--- src/sv/fof_ram.sv ---
// Generic single-write, single-read RAM with registered read data.
`default_nettype none
module fof_ram #(
    parameter int WIDTH = 8,
    parameter int DEPTH = 256
) (
    input  wire logic                     aclk,
    input  wire logic                     we,
    input  wire logic [$clog2(DEPTH)-1:0] waddr,
    input  wire logic [WIDTH-1:0]         wdata,
    input  wire logic [$clog2(DEPTH)-1:0] raddr,
    output logic      [WIDTH-1:0]         rdata
);

    logic [WIDTH-1:0] mem [DEPTH];
    logic [WIDTH-1:0] rdata_reg;

    always_ff @(posedge aclk) begin
        if (we) begin
            mem[waddr] <= wdata;
        end
        rdata_reg <= mem[raddr];
    end

    assign rdata = rdata_reg;

endmodule
`default_nettype wire

--- config.mk ---
export PLATFORM = sky130hd
export DESIGN_NAME = fof_ram
export DESIGN_NICKNAME = d
export VERILOG_FILES = /design/src/sv/fof_ram.sv
export SDC_FILE = /design/constraint.sdc
export NUM_CORES = 2
export LEC_CHECK = 0
export BUFFER_PORTS_ARGS = -buffer_cell sky130_fd_sc_hd__buf_2
export CAP_MARGIN = 40
export CORE_AREA = 2 2 347 520
export DETAILED_ROUTE_END_ITERATION = 16
export DIE_AREA = 0 0 349 522
export HOLD_SLACK_MARGIN = 0.15
export PLACE_DENSITY = 0.71
export SYNTH_ARGS = -nofsm -noshare
export SYNTH_HDL_FRONTEND = slang
export SYNTH_SLANG_ARGS = --single-unit
--- constraint.sdc ---
create_clock -name aclk -period 2.2 [get_ports aclk]
set_input_delay 0.33 -clock aclk [delete_from_list [all_inputs] [get_ports aclk]]
set_output_delay 0.33 -clock aclk [all_outputs]
set_load 0.02 [all_outputs]
Word-level counts from Yosys, hierarchy flattened

Memory sizes are Yosys's and may differ from the RTL's. A register that Yosys moved wholly into a read port is not among the register bits.
Index checks and enable logic that the tools add are counted.

Word-level logic and storage cells: 3
Memory bits (writable): 2048
Input port bits: 26
Memories: 1
Bits in registers: 0

Muxes and demuxes: 2

Memories:

| name | words | width | rd ports | clocked after memory_dff | write ports | line | text |
|---|---|---|---|---|---|---|---|
| mem  | 256   | 8     | 1        | 1                        | 1           | 15   | `logic [WIDTH-1:0] mem [DEPTH];` |

Operators with widths:

| operator | count |
|---|---|
| $mux W1  | 2 |

Depth between registers and ports, before layout

Depth in word-level cells: 2
Mapped depth: 11

Worst setup path before layout

No wires, ideal clock.

Kind: input-to-reg
Start: input raddr[0]
End: register rdata_reg[2], in the netlist rdata[2] (read register of mem)
Data arrival time: 2.137 ns
Path buffers: 4
Library setup time: 0.131 ns
Required time: 2.069 ns
Setup slack: -0.068 ns
Stages: 9
Cell sequence: buf_6 buf_12 buf_8 buf_2 mux4_2 a22oi_1 a21oi_1 nor4_1 nor4_2

RTL lines:

| what            | line | text |
|---|---|---|
| start, declared | 11   | `input wire logic [$clog2(DEPTH)-1:0] raddr,` |
| end, declared   | 16   | `logic [WIDTH-1:0] rdata_reg;` |

==> flow_metrics.tcl <==
set metrics [dict create \
    place.gp.congestion 0.940 \
    ir_worst_vdd_mv 0.549 \
    worst_r2r_startpoint "mem[83][6]$_DFFE_PP_" \
    reg2reg_slack_ns -0.21 \
    status "complete, but fails checks" \
    dieHeight_um 522 \
    synth-xor-area-share_pct 0 \
    violations "setup timing" \
    period_needed_ns 2.41 \
    numClockSinks 2056 \
    tightest_slew_ns 0.824 \
    synth_top_family_by_area "multiplexers" \
    first_iter_violations 4708 \
    p_total_mw 79.1 \
    synth_most_common_cell "edfxtp_1" \
    ys_types 55 \
    synth_nets 3759 \
    path_cells "mux4_2 > a22o_4 > a221oi_4 > o32ai_2 > nor3_2 > buf_4 > nor4_2" \
    cts.clk_slew.worst_paths_ns 0.07 \
    synth_fa_ha_area_share_pct 0 \
    avgViaCountPerCell 5.95 \
    avgSynthCellArea_um2 21.3 \
    crit_type "reg -> reg" \
    maxCapViolCount 0 \
    synthMuxAreaShare_pct 14.6 \
    synth_compound_area_share_pct 3.42 \
    grt_max_degree 77 \
    rsz0062_at_grt "true" \
    final_max_slew_viol_count 0 \
    cp_max_fo 1 \
    timing.rr.end "rdata[6]$_DFF_P_" \
    cts_buffer_depth 4 \
    hold_viol 0 \
    arrival_ns 3.10 \
    whs_path_depth 1 \
    crit_path_end "rdata[6]$_DFF_P_" \
    drive_gt1_share_pct 33.7 \
    die_w_um 349 \
    synth-edff-count 2048 \
    hold_class "in -> reg" \
    finalCritPeriodShare_pct 110 \
    yosysWarnings 0 \
    startpoint "mem[83][6]$_DFFE_PP_" \
    ys_ff_latch 2056 \
    placed_cell_area_um2 88000 \
    drc 0 \
    timing.slew.headroom_pct 44.9 \
    h-tree-depth 4 \
    grt_use_total_pct 21.9 \
    row_count 190 \
    synth_flop_cell "edfxtp_1" \
    synth_area_leaders "edfxtp_1 77%, mux4_2 13%, mux2i_1 1.7%, nor2_1 1.3%, a22oi_1 1.3%" \
    largest_register_ffs 2048 \
    yosys-top-cells-count "2048 x edfxtp_1, 454 x mux4_2, 282 x nor2_1" \
    syn2layout_area_growth_pct 18.4 \
    drt-wirelength-per-cell_um 29.1 \
    clock_latency_ns 0.81 \
    clock-root-buffer "clkbuf_16" \
    reg2reg_depth 7 \
    powerDensity_nw_per_um2 840 \
    core_um2 178000 \
    skew_ns 0.0559 \
    fin_ws_ns -0.214 \
    antenna_found_initial 7 \
    synth_top_cell_by_area "edfxtp_1" \
    ios 34 \
    async_reset_ff_share_pct 0 \
    endpoint_kind "register" \
    cts_tree "done" \
    setup_viol 3 \
    grt_overflow 0 \
    post-place-ws_ns -1.60 \
    ant_nets 0 \
    fill_cells 13200 \
    cp.required_ns 2.88 \
    synth_cells 3733 \
    nets 4490 \
    slowest_delay_ns 0.50 \
    floorplan.initialDensity_pct 44.7 \
    seq_area_frac_synth_pct 77.5 \
    worst_setup_path_start_kind "register" \
    grt_pass1_wl_um 290000 \
    synthSimpleGateAreaFrac_pct 2.63 \
    dp_hpwl_um 136000 \
    layoutNonFillerInstCount 6910 \
    fin_area_um2 94200 \
    synth_top_area_share_pct 77.3 \
    design.die.area_um2 182000 \
    wirelength_um 201000 \
    port-buffer-count 33 \
    holdWs_ns 0.141 \
    firstDrtPassIters 6 \
    grt_pass1_vias 42300 \
    place_inst 6582 \
    netlist_area_um2 79600 \
    vias 41100 \
    cts_made_buffers 178 \
    cp_slowest_cell "mux4_2" \
    clock.fmax_mhz 414 \
    leakage_nw 30.5 \
]
[power by group]
| group | internal, mW | switching [mW] | total, mW |
|---|---|---|---|
| Clock | 17.5 | 13.7 | 31.1 |
| Sequential | 43.1 | 0.0527 | 43.2 |
| Combinational | 1.97 | 2.82 | 4.79 |
[placed cells by master, fill, tap and decap left out, drive strengths merged, types with 9 or more instances in the layout]
cell type	count
edfxtp	2048
nand3	34
nand2	33
o211ai	10
a21oi	96
o221ai	47
nand4	10
nor3	22
a22oi	133
buf	770
clkinv	55
nor4	27
o21ai	12
nor2	282
a221oi	14
a211oi	16
nor2b	31
mux2i	134
o22ai	28
clkinvlp	9
clkbuf	233
mux4	456
bufinv	18
[metal layers]
layer,track usage (%),up-vias,wire (um)
met4,12.7,6,13300
met5,0,-,38
met1,25.3,21500,67900
met3,3.06,533,14300
li1,-,17100,-
met2,39.0,1958,106000
[timing repair]
action,CTS,global route
cloned,0,1
setup endpoints to repair,8,8
hold buffers,7,0
resized for setup,57,14
hold endpoints to repair,246,0
setup buffers,0,0
pin swaps,19,9
[how the worst min path moves through the flow]
| stage | start | to |
|---|---|---|
| floorplan | wdata[0] | mem[0][0]$_DFFE_PP_ |
| global placement | wdata[3] | mem[48][3]$_DFFE_PP_ |
| detailed placement | wdata[3] | mem[48][3]$_DFFE_PP_ |
| CTS | wdata[5] | mem[54][5]$_DFFE_PP_ |
| global route | wdata[5] | mem[48][5]$_DFFE_PP_ |
| finish | wdata[5] | mem[54][5]$_DFFE_PP_ |
[logic make-up after synthesis]
group,Yosys count
flops,2056
mux,591
simple gates,466
compound gates,385
buf+inv,235
[worst max-delay path: cells and delay by family, from the launching register on]
| family | cells | cell delay [ns] |
|---|---|---|
| AND/OR/NAND/NOR | 2 | 0.39 |
| flip-flops | 1 | 0.36 |
| AO/OA/AOI/OAI | 3 | 0.77 |
| buffers and inverters | 1 | 0.24 |
| multiplexers | 1 | 0.50 |
[through the flow]
step / utilization [%] / TNS [ns]
CTS: 52.8 / -0.828
global placement: 49.4 / -14.01
global route: 52.9 / -0.561
floorplan: - / 0
finish: 52.9 / -0.537
detailed placement: 49.4 / -12.99
[final cells by class]
cell class / instances / area, um^2 / share of cell area [%]
clock inverters: 88 / 930 / 0.987
repair buffers: 784 / 7060 / 7.50
diodes: 8 / 20.0 / 0.0213
well taps: 2304 / 2880 / 3.06
inverters: 2 / 7.51 / 0.00797
clock buffers: 226 / 4760 / 5.05
multi-input cells: 1442 / 16900 / 17.9
flip-flops and latches: 2056 / 61700 / 65.5
(Power assumes the default switching activity.)
