## src/sv/fof_pkg.sv

```systemverilog
// Shared types and constants for the frequency-of-frequency table.
`default_nettype none
package fof_pkg;

    localparam int KEY_BITS_DEF   = 10;
    localparam int COUNT_BITS_DEF = 10;
    localparam int VALUE_BITS     = 10;
    localparam int OP_BITS        = 2;
    localparam int S_TDATA_BITS   = 16;
    localparam int M_TDATA_BITS   = 8;

    typedef enum logic [OP_BITS-1:0] {
        OP_INSERT = 2'd0,
        OP_REMOVE = 2'd1,
        OP_QUERY  = 2'd2
    } op_t;

    typedef enum logic [2:0] {
        ST_CLEAR,
        ST_IDLE,
        ST_KEY,
        ST_FROM,
        ST_TO,
        ST_QUERY
    } state_t;

    // control side of one queued command
    typedef struct packed {
        logic valid;
        op_t  op;
        logic in_range;
    } cmd_ctl_t;

endpackage
`default_nettype wire

```

## src/sv/fof_back.sv

```systemverilog
// Execution side: clearing sweep, count and tally updates, query results.
`default_nettype none
module fof_back #(
    parameter int KEY_BITS   = fof_pkg::KEY_BITS_DEF,
    parameter int COUNT_BITS = fof_pkg::COUNT_BITS_DEF
) (
    input  wire logic                              aclk,
    input  wire logic                              aresetn,
    input  fof_pkg::cmd_ctl_t                      cmd,
    input  wire logic [KEY_BITS-1:0]               cmd_key,
    input  wire logic [COUNT_BITS-1:0]             cmd_cnt,
    output logic                                   cmd_pop,
    output logic                                   clear_busy,
    output logic                                   key_we,
    output logic      [KEY_BITS-1:0]               key_waddr,
    output logic      [COUNT_BITS:0]               key_wdata,
    output logic      [KEY_BITS-1:0]               key_raddr,
    input  wire logic [COUNT_BITS:0]               key_rdata,
    output logic                                   tally_we,
    output logic      [COUNT_BITS-1:0]             tally_waddr,
    output logic      [KEY_BITS:0]                 tally_wdata,
    output logic      [COUNT_BITS-1:0]             tally_raddr,
    input  wire logic [KEY_BITS:0]                 tally_rdata,
    output logic                                   m_tvalid,
    input  wire logic                              m_tready,
    output logic      [fof_pkg::M_TDATA_BITS-1:0]  m_tdata
);

    localparam int CLR_BITS = (KEY_BITS > COUNT_BITS) ? KEY_BITS : COUNT_BITS;
    localparam int TB       = KEY_BITS + 1;

    fof_pkg::state_t       state_reg, state_next;
    logic [CLR_BITS-1:0]   clr_reg, clr_next;
    fof_pkg::op_t          op_reg, op_next;
    logic [KEY_BITS-1:0]   key_reg, key_next;
    logic [COUNT_BITS-1:0] cnt_reg, cnt_next;
    logic                  range_reg, range_next;
    logic [COUNT_BITS-1:0] from_reg, from_next;
    logic [COUNT_BITS-1:0] to_reg, to_next;
    logic                  out_valid_reg, out_valid_next;
    logic                  found_reg, found_next;

    logic                  seen;
    logic [COUNT_BITS-1:0] cur;

    assign seen = key_rdata[COUNT_BITS];
    assign cur  = key_rdata[COUNT_BITS-1:0];

    always_ff @(posedge aclk) begin
        if (!aresetn) begin
            state_reg     <= fof_pkg::ST_CLEAR;
            clr_reg       <= '0;
            out_valid_reg <= 1'b0;
        end else begin
            state_reg     <= state_next;
            clr_reg       <= clr_next;
            out_valid_reg <= out_valid_next;
        end
    end

    always_ff @(posedge aclk) begin
        op_reg    <= op_next;
        key_reg   <= key_next;
        cnt_reg   <= cnt_next;
        range_reg <= range_next;
        from_reg  <= from_next;
        to_reg    <= to_next;
        found_reg <= found_next;
    end

    always_comb begin
        state_next     = state_reg;
        clr_next       = clr_reg;
        op_next        = op_reg;
        key_next       = key_reg;
        cnt_next       = cnt_reg;
        range_next     = range_reg;
        from_next      = from_reg;
        to_next        = to_reg;
        out_valid_next = out_valid_reg && !m_tready;
        found_next     = found_reg;
        cmd_pop        = 1'b0;
        key_we         = 1'b0;
        key_waddr      = key_reg;
        key_wdata      = '0;
        key_raddr      = key_reg;
        tally_we       = 1'b0;
        tally_waddr    = from_reg;
        tally_wdata    = '0;
        tally_raddr    = to_reg;

        case (state_reg)
            fof_pkg::ST_CLEAR: begin
                key_we      = 1'b1;
                key_waddr   = clr_reg[KEY_BITS-1:0];
                tally_we    = 1'b1;
                tally_waddr = clr_reg[COUNT_BITS-1:0];
                clr_next    = clr_reg + CLR_BITS'(1);
                if (clr_reg == '1) begin
                    state_next = fof_pkg::ST_IDLE;
                end
            end
            fof_pkg::ST_IDLE: begin
                key_raddr   = cmd_key;
                tally_raddr = cmd_cnt;
                if (cmd.valid) begin
                    cmd_pop    = 1'b1;
                    op_next    = cmd.op;
                    key_next   = cmd_key;
                    cnt_next   = cmd_cnt;
                    range_next = cmd.in_range;
                    if (cmd.op == fof_pkg::OP_QUERY) begin
                        state_next = fof_pkg::ST_QUERY;
                    end else begin
                        state_next = fof_pkg::ST_KEY;
                    end
                end
            end
            fof_pkg::ST_KEY: begin
                state_next = fof_pkg::ST_IDLE;
                if (op_reg == fof_pkg::OP_INSERT) begin
                    if (!seen) begin
                        // first insert: only the tally of one rises
                        key_we      = 1'b1;
                        key_wdata   = {1'b1, COUNT_BITS'(1)};
                        to_next     = COUNT_BITS'(1);
                        tally_raddr = COUNT_BITS'(1);
                        state_next  = fof_pkg::ST_TO;
                    end else if (cur != '1) begin
                        key_we      = 1'b1;
                        key_wdata   = {1'b1, cur + COUNT_BITS'(1)};
                        from_next   = cur;
                        to_next     = cur + COUNT_BITS'(1);
                        tally_raddr = cur;
                        state_next  = fof_pkg::ST_FROM;
                    end
                end else if (seen && (cur != '0)) begin
                    key_we      = 1'b1;
                    key_wdata   = {1'b1, cur - COUNT_BITS'(1)};
                    from_next   = cur;
                    to_next     = cur - COUNT_BITS'(1);
                    tally_raddr = cur;
                    state_next  = fof_pkg::ST_FROM;
                end
            end
            fof_pkg::ST_FROM: begin
                tally_we    = 1'b1;
                tally_waddr = from_reg;
                tally_wdata = tally_rdata - TB'(1);
                tally_raddr = to_reg;
                state_next  = fof_pkg::ST_TO;
            end
            fof_pkg::ST_TO: begin
                tally_we    = 1'b1;
                tally_waddr = to_reg;
                tally_wdata = tally_rdata + TB'(1);
                state_next  = fof_pkg::ST_IDLE;
            end
            fof_pkg::ST_QUERY: begin
                tally_raddr = cnt_reg;
                if (!out_valid_reg || m_tready) begin
                    out_valid_next = 1'b1;
                    found_next     = range_reg && (tally_rdata != '0);
                    state_next     = fof_pkg::ST_IDLE;
                end
            end
            default: begin
                state_next = fof_pkg::ST_IDLE;
            end
        endcase
    end

    assign clear_busy = state_reg == fof_pkg::ST_CLEAR;
    assign m_tvalid   = out_valid_reg;
    assign m_tdata    = fof_pkg::M_TDATA_BITS'(found_reg);

endmodule
`default_nettype wire

```

## config.mk

```make
export PLATFORM = sky130hd
export DESIGN_NAME = fof_back
export DESIGN_NICKNAME = d
export VERILOG_FILES = /design/src/sv/fof_pkg.sv /design/src/sv/fof_back.sv
export SDC_FILE = /design/constraint.sdc
export NUM_CORES = 1
export LEC_CHECK = 0
export ABC_CLOCK_PERIOD_IN_PS = 3000
export BUFFER_PORTS_ARGS = -buffer_cell sky130_fd_sc_hd__buf_2
export CAP_MARGIN = 20
export CELL_PAD_IN_SITES_DETAIL_PLACEMENT = 0
export CELL_PAD_IN_SITES_GLOBAL_PLACEMENT = 1
export CORE_UTILIZATION = 30
export CTS_CLUSTER_DIAMETER = 120
export DETAILED_ROUTE_END_ITERATION = 8
export MAX_ROUTING_LAYER = met4
export PLACE_DENSITY_LB_ADDON = 0.1
export SLEW_MARGIN = 20
export SYNTH_ARGS = -nofsm -noshare
export SYNTH_HDL_FRONTEND = slang
export SYNTH_SLANG_ARGS = --single-unit
```

## constraint.sdc

```tcl
create_clock -name aclk -period 3 [get_ports aclk]
set_input_delay 0.15 -clock aclk [delete_from_list [all_inputs] [get_ports aclk]]
set_output_delay 0.15 -clock aclk [all_outputs]
set_load 0.01 [all_outputs]
```

After elaboration in Yosys (flattened, before gate mapping)
Index checks and enable logic that the tools add are counted.

cells by class
  add/subtract/negate cells = 5
  equality and inequality tests = 14
  mux-type cells = 41
  reductions and logical operators = 17

operators with widths
  kind                                                number
  2-to-1 mux 10 bit                                   14
  2-to-1 mux 11 bit                                   5
  case mux 10 bit (3 select lines)                    1
  case mux 11 bit (2 select lines)                    1
  adder 10 x 1 -> 10 bit, second input constant       2
  case mux 10 bit (2 select lines)                    1
  2-to-1 mux 3 bit                                    6
  case mux 3 bit (5 select lines)                     1
  adder 11 x 1 -> 11 bit, second input constant       1
  nonzero test 11 bit                                 1
  subtractor 11 x 1 -> 11 bit, second input constant  1
  == test 10 bit, second input constant               1
  != test 10 bit, second input constant               1
  nonzero test 10 bit                                 1
  subtractor 10 x 1 -> 10 bit, second input constant  1
  2-to-1 mux 1 bit                                    9
  == test 3 x 2 -> 1 bit, second input constant       2
  == test 3 bit, second input constant                2
  != test 2 bit, second input constant                3
  AND reduction 3 bit                                 2
  2-to-1 mux 2 bit                                    2
  != test 2 x 1 -> 1 bit, second input constant       2
  AND reduction 2 bit                                 2
  AND reduction 4 bit                                 1
  11 further kinds                                    14

word-level totals
  bits in registers = 58
  input bits = 49
  output and inout bits = 75
  word-level logic and storage cells = 87

Longest topological paths before layout
Gate-level depths: netlist of the first run.

  depth in word-level cells = 5
  gate-level depth with buffers = 9
  gate-level depth less buffers = 8

Worst setup path after synthesis of the first run
Ideal clock, no wire load.

  path kind = reg-to-output
  start point = reg state_reg[2]
  end point = out tally_wdata[9]
  arrival = 2,601 ps
  required time = 2,850 ps
  setup slack = 249 ps
  stages on the path, launching flop included = 10
  buffers on the path = 2
  cell sequence = dfxtp_1 clkbuf_1 buf_2 nand2_1 ha_1 nand2_1 o311ai_0 o211a_1 mux2i_1 nor3_1

between the ends
  word-level cells in the longest chain between the ends = 2
  elaborated cells between the ends (all ways) = 3
  classes of those cells = 2 x eq/ne; 1 x mux

RTL lines
  element                                                  RTL line        RTL
  from (decl)                                              fof_back.sv:32  fof_pkg::state_t state_reg, state_next;
  from (signal assigned)                                   fof_back.sv:51  state_reg <= fof_pkg::ST_CLEAR;
  from (signal assigned)                                   fof_back.sv:55  state_reg <= state_next;
  == test 3 bit or == test 3 x 2 -> 1 bit (tied branches)  fof_back.sv:92  case (state_reg)
  case mux 11 bit (2 select lines) *                       fof_back.sv:92
  to (decl)                                                fof_back.sv:21  output logic [KEY_BITS:0] tally_wdata,

Every way passes the cells marked *; elsewhere a longest branch is shown, timed or not.

Worst setup path in the final report of the first run
  start point = in key_rdata[0]
  end point = out tally_raddr[5]

between the ends
  word-level cells in the longest chain between the ends = 5
  elaborated cells between the ends (all ways) = 8
  classes of those cells = 1 x eq/ne; 5 x mux; 2 x reduce/logical

RTL lines
  element                                                 RTL line                          RTL
  from (decl)                                             fof_back.sv:18                    input wire logic [COUNT_BITS:0] key_rdata,
  != test 10 bit or nonzero test 10 bit (tied branches)   fof_back.sv:129, fof_back.sv:137
  2-to-1 mux 10 bit or logical AND 1 bit (tied branches)  fof_back.sv:129, fof_back.sv:137
  2-to-1 mux 10 bit, on equally long branches             fof_back.sv:122, fof_back.sv:137
  2-to-1 mux 10 bit *                                     fof_back.sv:121                   if (op_reg == fof_pkg::OP_INSERT) begin
  case mux 10 bit (3 select lines) *                      fof_back.sv:92
  to (decl)                                               fof_back.sv:22                    output logic [COUNT_BITS-1:0] tally_raddr,

Marks and branches as above.

==> qor.csv, run 1 <==
stage,metric,value,unit
placed_design,Post-Place Setup Slack,0.233,ns
placed_design,hpwl dp,11000,µm
timing,unrepaired setup endpoints after global routing,no,
power_and_ir_drop,PD cells,393,nW/µm²
timing,Tmin final,2.81,ns
global_route,initial antenna violation count,0,
global_route,largest net degree at the start of global routing,36,
floorplan,Die Span Y,123,µm
logic_synthesis,"Seq/Total Area, Yosys",36.5,%
critical_path,crit path DAT,2.66,ns
drt,drt total wl,14300,µm
floorplan,I/O pin cnt,124,
logic_synthesis,Yosys warnings,0,
run_status,status,"complete, no violations",
drt,DR pass1 iterations,5,
worst_hold_path,type of the most critical hold path,input port to register,
layout,Synth-to-Final Area Change,25.0,%
job,Max Cap Viol,0,
logic_synthesis,cells after synthesis,482,
power_and_ir_drop,Peak VDD IR,0.000202,V
cts,CTS tree,done,
floorplan,Die X,123,µm
cts,cts bufs inserted,9,
cts,clk sinks,58,
floorplan,core box area,14100,µm²
global_route,first-pass GRT wire length,21200,µm
layout,sequential cell area,1600,µm²
logic_synthesis,top-count cell post-synth,edfxtp_1,
timing,Slew HR,64.9,%
placed_design,GPL Wtd Cong,0.897,
logic_synthesis,Post-synth EDFFs,44,
critical_path,crit path from,key_rdata[0],
logic_synthesis,top post-synthesis cells by count,"edfxtp_1 (44), nand2_1 (43), a21oi_1 (37)",
critical_path,Crit Path Class,input port to output port,
logic_synthesis,post-synth top area share,30.1,%
drt,DRC,0,
logic_synthesis,synthesized flop and latch total,58,
cts,clock root cell,clkbuf_16,
layout,multi-input gate area in the final layout,2530,µm²
timing,Slew @ Worst Pin,0.526,ns
timing,setup TNS,0,ns
critical_path,FF-to-FF Start,state_reg[1]$_SDFFE_PN0P_,
timing,part of the cycle the worst path needs,93.6,%
logic_synthesis,"Async S/R FF share, synth",0,%
layout,share of cells above drive strength 1,32.9,%
cts,Skew-Pair Late Insertion Delay,0.33,ns
critical_path,FF-to-FF setup slack,0.72,ns
logic_synthesis,Most used DFF post-synth,edfxtp_1,
global_route,gr usage total,19.5,%
logic_synthesis,synth top area cells,"edfxtp_1 (30%), dfxtp_1 (6.4%), mux2_2 (5.6%)",
timing,Final Hold Viols,0,
logic_synthesis,Netlist Area Pre-Place,4390,µm²
timing,Fmax achieved,356,MHz
timing,Setup-failing EPs final,0,
critical_path,worst-path fanout max,10,
logic_synthesis,Synth cell types,64,
floorplan,Starting Density,31.2,%
power_and_ir_drop,leakage power,2.22,nW
drt,DR WL/cell,18.3,µm
logic_synthesis,syn_area_per_cell,9.11,µm²
logic_synthesis,"area leader, netlist",edfxtp_1,
floorplan,Core Rows,43,
layout,Final nets,663,
layout,Filler Cell Count,1470,
cts,postcts setup bufs,0,
worst_hold_path,hold_sp,cmd_cnt[2],
placed_design,Port Buf Inserts,116,
global_route,vias in the first global route,3820,
layout,diodes inserted,0,
critical_path,WP data required,2.85,ns
global_route,GRT overflow,0,
cts,Worst-path clk slew,0.05,ns
timing,skew final,0.0118,ns
floorplan,die area,15100,µm²
timing,final slew viol count,0,
drt,initial detailed-routing violation count,202,
timing,final setup margin,0.191,ns
cts,H-tree lvl count,3,
critical_path,type of origin of the critical path,input port,
drt,Final ANT Viol Nets,0,
cts,Max clock buf depth,2,
drt,vias per std cell,5.26,
drt,Vias,4130,
critical_path,CP Capture Type,output port,
metrics by stage:
step                      hold WS, ns  area, µm²  cells  utilization, %  power [W]
after detailed placement        0.330       5160    768            36.6    0.00111
final                         0.00689       5490    785            38.9    0.00216
after global routing          0.00171       5490    785            38.9    0.00222
after global placement          0.342       5160    768            36.6    0.00111
after CTS                    0.000772       5470    784            38.8    0.00217
after floorplan                 0.249       4410    488               -    0.00103
worst max-delay path: stages:
cell	delay, ns
buf_2	0.11
inv_1	0.14
ha_1	0.28
or4b_4	0.59
o31ai_4	0.25
buf_4	0.20
nand2_1	0.13
nor2_1	0.36
a221o_1	0.30
buf_2	0.16
repair_timing:
| item | CTS | global route |
|---|---|---|
| endpoints found under the setup margin | 0 | 3 |
| resized for setup | 0 | 2 |
| hold buffers | 0 | 1 |
| endpoints found under the hold margin | 0 | 1 |
kinds of logic (layout without fill, tap and decap cells):
| kind of cell | after synthesis | count (layout) | synth area share [%] |
|---|---|---|---|
| simple gates | 168 | 168 | 19.6 |
| compound gates | 129 | 129 | 19.6 |
| flops | 58 | 58 | 36.5 |
| buf+inv | 52 | 169 | 6.52 |
| mux | 36 | 36 | 8.83 |
| xor+xnor | 24 | 24 | 4.79 |
| fa+ha+maj | 14 | 14 | 4.16 |
| other cells | 1 | 7 | 0.0854 |
path summary, 6_finish.rpt:
path | to | cells past startpoint
max | tally_raddr[5] | 10
min | cnt_reg[2]$_DFFE_PP_ | 1
max reg2reg | from_reg[0]$_DFFE_PP_ | 6
min reg2reg | clr_reg[7]$_SDFFE_PN0P_ | 2
layout by cell type (no fill, tap or decap), types with 11 or more instances in the layout:
master,n
buf_2,116
nor2b_1,13
clkbuf_16,11
and2_1,12
buf_4,24
mux2_2,22
edfxtp_1,44
nor2_1,32
a21oi_1,37
mux2i_1,14
nand2_1,43
xnor2_1,18
inv_1,12
o21ai_0,30
dfxtp_1,14
ha_1,13
nor3_1,16
power by group:
group	total, W	switching [W]	internal (W)	leakage (nW)
clock	0.00106	0.000354	0.000706	0.153
sequential	0.000874	0.00000689	0.000867	0.507
combinational	0.000225	0.000129	0.0000959	1.56
metal layers:
layer / up-vias / share of wire [%] / GRT usage, %
met5: - / 0 / -
met4: 0 / 1.5 / 5.95
met3: 16 / 4.9 / 3.04
met2: 141 / 47 / 31.5
met1: 1969 / 46 / 25.1
li1: 2004 / - / -
cell type report:
class                           instances  share of cell area, %
Tap cell                              180                   4.10
Clock buffer                           16                   5.72
Multi-Input combinational cell        378                   46.1
Timing Repair Buffer                  141                   14.0
Inverter                               12                  0.821
Sequential cell                        58                   29.2
No activity file was read; power rests on OpenSTA's default activity.
==> inputs of run 2 (changes only) <==
- PLACE_DENSITY: default -> 0.68
- PLACE_DENSITY_LB_ADDON: 0.1 -> default
==> run 2 against run 1 <==
  * First-iteration DRC count up 49%
  * Global-route usage up 0.63 points
  * Core utilization up 1.4 points
  * Clock skew down 0.0041 ns
  * Flip-flop and latch count unchanged
  * Total power increased by 5.7%
  * Sequential share of layout area fell by 0.99 points
  * Critical path type is now register to output port
  * Critical endpoint is now tally_wdata[9]
  * Largest power group unchanged
==> qor.csv, run 2 (synthesis results as in run 1) <==
stage,metric,value,unit,change
power_and_ir_drop,Peak VDD IR,0.000224,V,+11%
timing,Slew @ Worst Pin,0.584,ns,+0.0580 ns
critical_path,CP Capture Type,output port,,
critical_path,Buffers & Inverters on Critical Path,1,,-3
power_and_ir_drop,Seq pwr share,38.3,%,-2.2 points
timing,Slew HR,60.5,%,-4.4 points
critical_path,WP data required,2.85,ns,about the same
power_and_ir_drop,Sw Pwr,0.000498,W,+1.7%
critical_path,CP max-delay cell,o311ai_0,,
timing,Tmin final,2.85,ns,+0.0443 ns
run_status,status,"complete, no violations",,
critical_path,Crit Path Class,register to output port,,
layout,diodes inserted,0,,unchanged
power_and_ir_drop,PD cells,401,nW/µm²,+2.1%
cts,postcts setup bufs,0,,unchanged
power_and_ir_drop,internal power,0.00178,W,+6.8%
cts,Skew-Pair Late Insertion Delay,0.34,ns,about the same
floorplan,die area,15100,µm²,unchanged
cts,H-tree lvl count,3,,unchanged
global_route,gr usage total,20.1,%,+0.63 points
power_and_ir_drop,overall power,0.00228,W,+5.7%
floorplan,Starting Density,31.2,%,unchanged
timing,part of the cycle the worst path needs,95.1,%,+1.5 points
layout,share of cells above drive strength 1,31.8,%,-1.1 points
global_route,GRT overflow,0,,unchanged
cts,Worst-path clk slew,0.05,ns,about the same
drt,vias per std cell,5.30,,+0.74%
critical_path,crit path DAT,2.70,ns,+0.04 ns
power_and_ir_drop,sw frac,21.8,%,-0.84 points
cts,clk sinks,58,,unchanged
layout,final std cells w/o fill,800,,+1.9%
timing,Fmax achieved,350,MHz,-1.6%
cts,clock root cell,clkbuf_16,,
layout,Synth-to-Final Area Change,29.4,%,
layout,Final nets,678,,+2.3%
drt,drt total wl,14500,µm,+0.77%
floorplan,I/O pin cnt,124,,unchanged
global_route,first-pass GRT wire length,22100,µm,+4.1%
power_and_ir_drop,Clk pwr share,51.2,%,+2.1 points
floorplan,Die Span Y,123,µm,unchanged
layout,"commonest non-fill, non-tap cells in the layout","buf_2 (116), edfxtp_1 (44), nand2_1 (43)",,
timing,Setup-failing EPs final,0,,unchanged
power_and_ir_drop,combinational share of power,10.5,%,about the same
critical_path,"most used cell, CP",nand2_1,,
timing,worst hold slack,0.00853,ns,+0.00164 ns
critical_path,type of origin of the critical path,register,,
critical_path,Top delay family on crit path,compound AO/OA/AOI/OAI gates,,
job,Max Cap Viol,0,,unchanged
floorplan,Die X,123,µm,unchanged
critical_path,cells along the critical path,nor2_1 -> nand2_1 -> ha_1 -> nand2_1 -> o311ai_0 -> o211a_1 -> mux2i_1 -> nor3_1 -> buf_2,,
placed_design,Port Buf Inserts,116,,unchanged
cts,cts bufs inserted,9,,unchanged
timing,skew final,0.00771,ns,-0.00411 ns
global_route,initial antenna violation count,0,,unchanged
floorplan,core box area,14100,µm²,unchanged
timing,final setup margin,0.146,ns,-0.0443 ns
placed_design,GPL Wtd Cong,0.936,,+4.4%
drt,Final ANT Viol Nets,0,,unchanged
cts,Max clock buf depth,2,,unchanged
drt,DR pass1 iterations,5,,unchanged
critical_path,CP max stage delay,0.56,ns,-0.03 ns
worst_hold_path,type of the most critical hold path,input port to register,,
timing,Final Hold Viols,0,,unchanged
critical_path,worst-path fanout max,8,,-2
placed_design,hpwl dp,10900,µm,about the same
drt,initial detailed-routing violation count,300,,+49%
floorplan,Core Rows,43,,unchanged
timing,unrepaired setup endpoints after global routing,no,,
placed_design,Cells after DPL,764,,-0.52%
drt,DR WL/cell,18.1,µm,-1.1%
placed_design,Post-Place Setup Slack,0.325,ns,+0.0922 ns
timing,final slew viol count,0,,unchanged
drt,Vias,4240,,+2.7%
global_route,largest net degree at the start of global routing,25,,-31%
layout,"commonest non-fill, non-tap cell in the layout",buf_2,,
cts,CTS tree,done,,
power_and_ir_drop,leakage power,2.30,nW,+3.4%
drt,DRC,0,,unchanged
timing,setup TNS,0,ns,unchanged
global_route,vias in the first global route,3932,,+2.9%
run 2: changes by cell type in the layout (fill, tap and decap cells not counted), sizes merged:
cell	before	now
clkbuf	16	10
buf	140	136
bufinv	0	3
clkinv	0	3
dlygate4sd3	1	20
run 2: final cells by class:
type	instances	area (µm²)
sequential	58	1600
clock buffer	10	229
clock inverter	6	105
tap	180	225
timing repair buffer	156	943
inverter	12	45.0
fill	1460	8410
multi-input combinational	378	2530
run 2: final timing paths:
path / depth (start not counted) / startpoint / slack, ns / to
setup reg to reg: 6 / state_reg[2]$_SDFFE_PN0P_ / 0.67 / from_reg[2]$_DFFE_PP_
setup / recovery: 9 / state_reg[0]$_SDFFE_PN0P_ / 0.15 / tally_wdata[9]
hold / removal: 1 / cmd_cnt[7] / 0.009 / cnt_reg[7]$_DFFE_PP_
hold reg to reg: 2 / clr_reg[9]$_SDFFE_PN0P_ / 0.56 / clr_reg[9]$_SDFFE_PN0P_
run 2: through the flow:
step	area (µm²)	utilization [%]
6_report	5680	40.3
5_1_grt	5680	40.3
4_1_cts	5680	40.3
3_5_place_dp	5140	36.5
3_3_place_gp	5140	36.5
2_1_floorplan	4410	-
run 2: power by group through the flow:
stage                     Sequential (W)  Clock, W  Combinational [W]
after global placement          0.000889         0           0.000214
after CTS                       0.000873   0.00119           0.000239
after global routing            0.000873   0.00122           0.000265
after detailed placement        0.000889         0           0.000218
final                           0.000873   0.00117           0.000240
after floorplan                 0.000887         0           0.000139
run 2: routing by layer:
| metal | vias up | track usage (%) | share of wire [%] |
|---|---|---|---|
| met5 | - | - | 0 |
| met4 | 0 | 8.13 | 1.9 |
| met3 | 19 | 3.18 | 6.2 |
| met2 | 170 | 30.4 | 45 |
| met1 | 2011 | 26.8 | 46 |
| li1 | 2040 | - | - |
run 2: worst register-to-register path, cell delays in order (launching register included):
cell      delay [ns]
dfxtp_1         0.32
buf_4           0.20
and2b_2         0.27
nand2b_1        0.19
nor3_2          0.33
or2_0           0.49
buf_4           0.24
run 2: timing repair:
| action | CTS | global route |
|---|---|---|
| hold buffers | 20 | 0 |
| hold endpoints to repair | 20 | 0 |
| gates resized for setup | 0 | 1 |
| endpoints found under the setup margin | 0 | 1 |
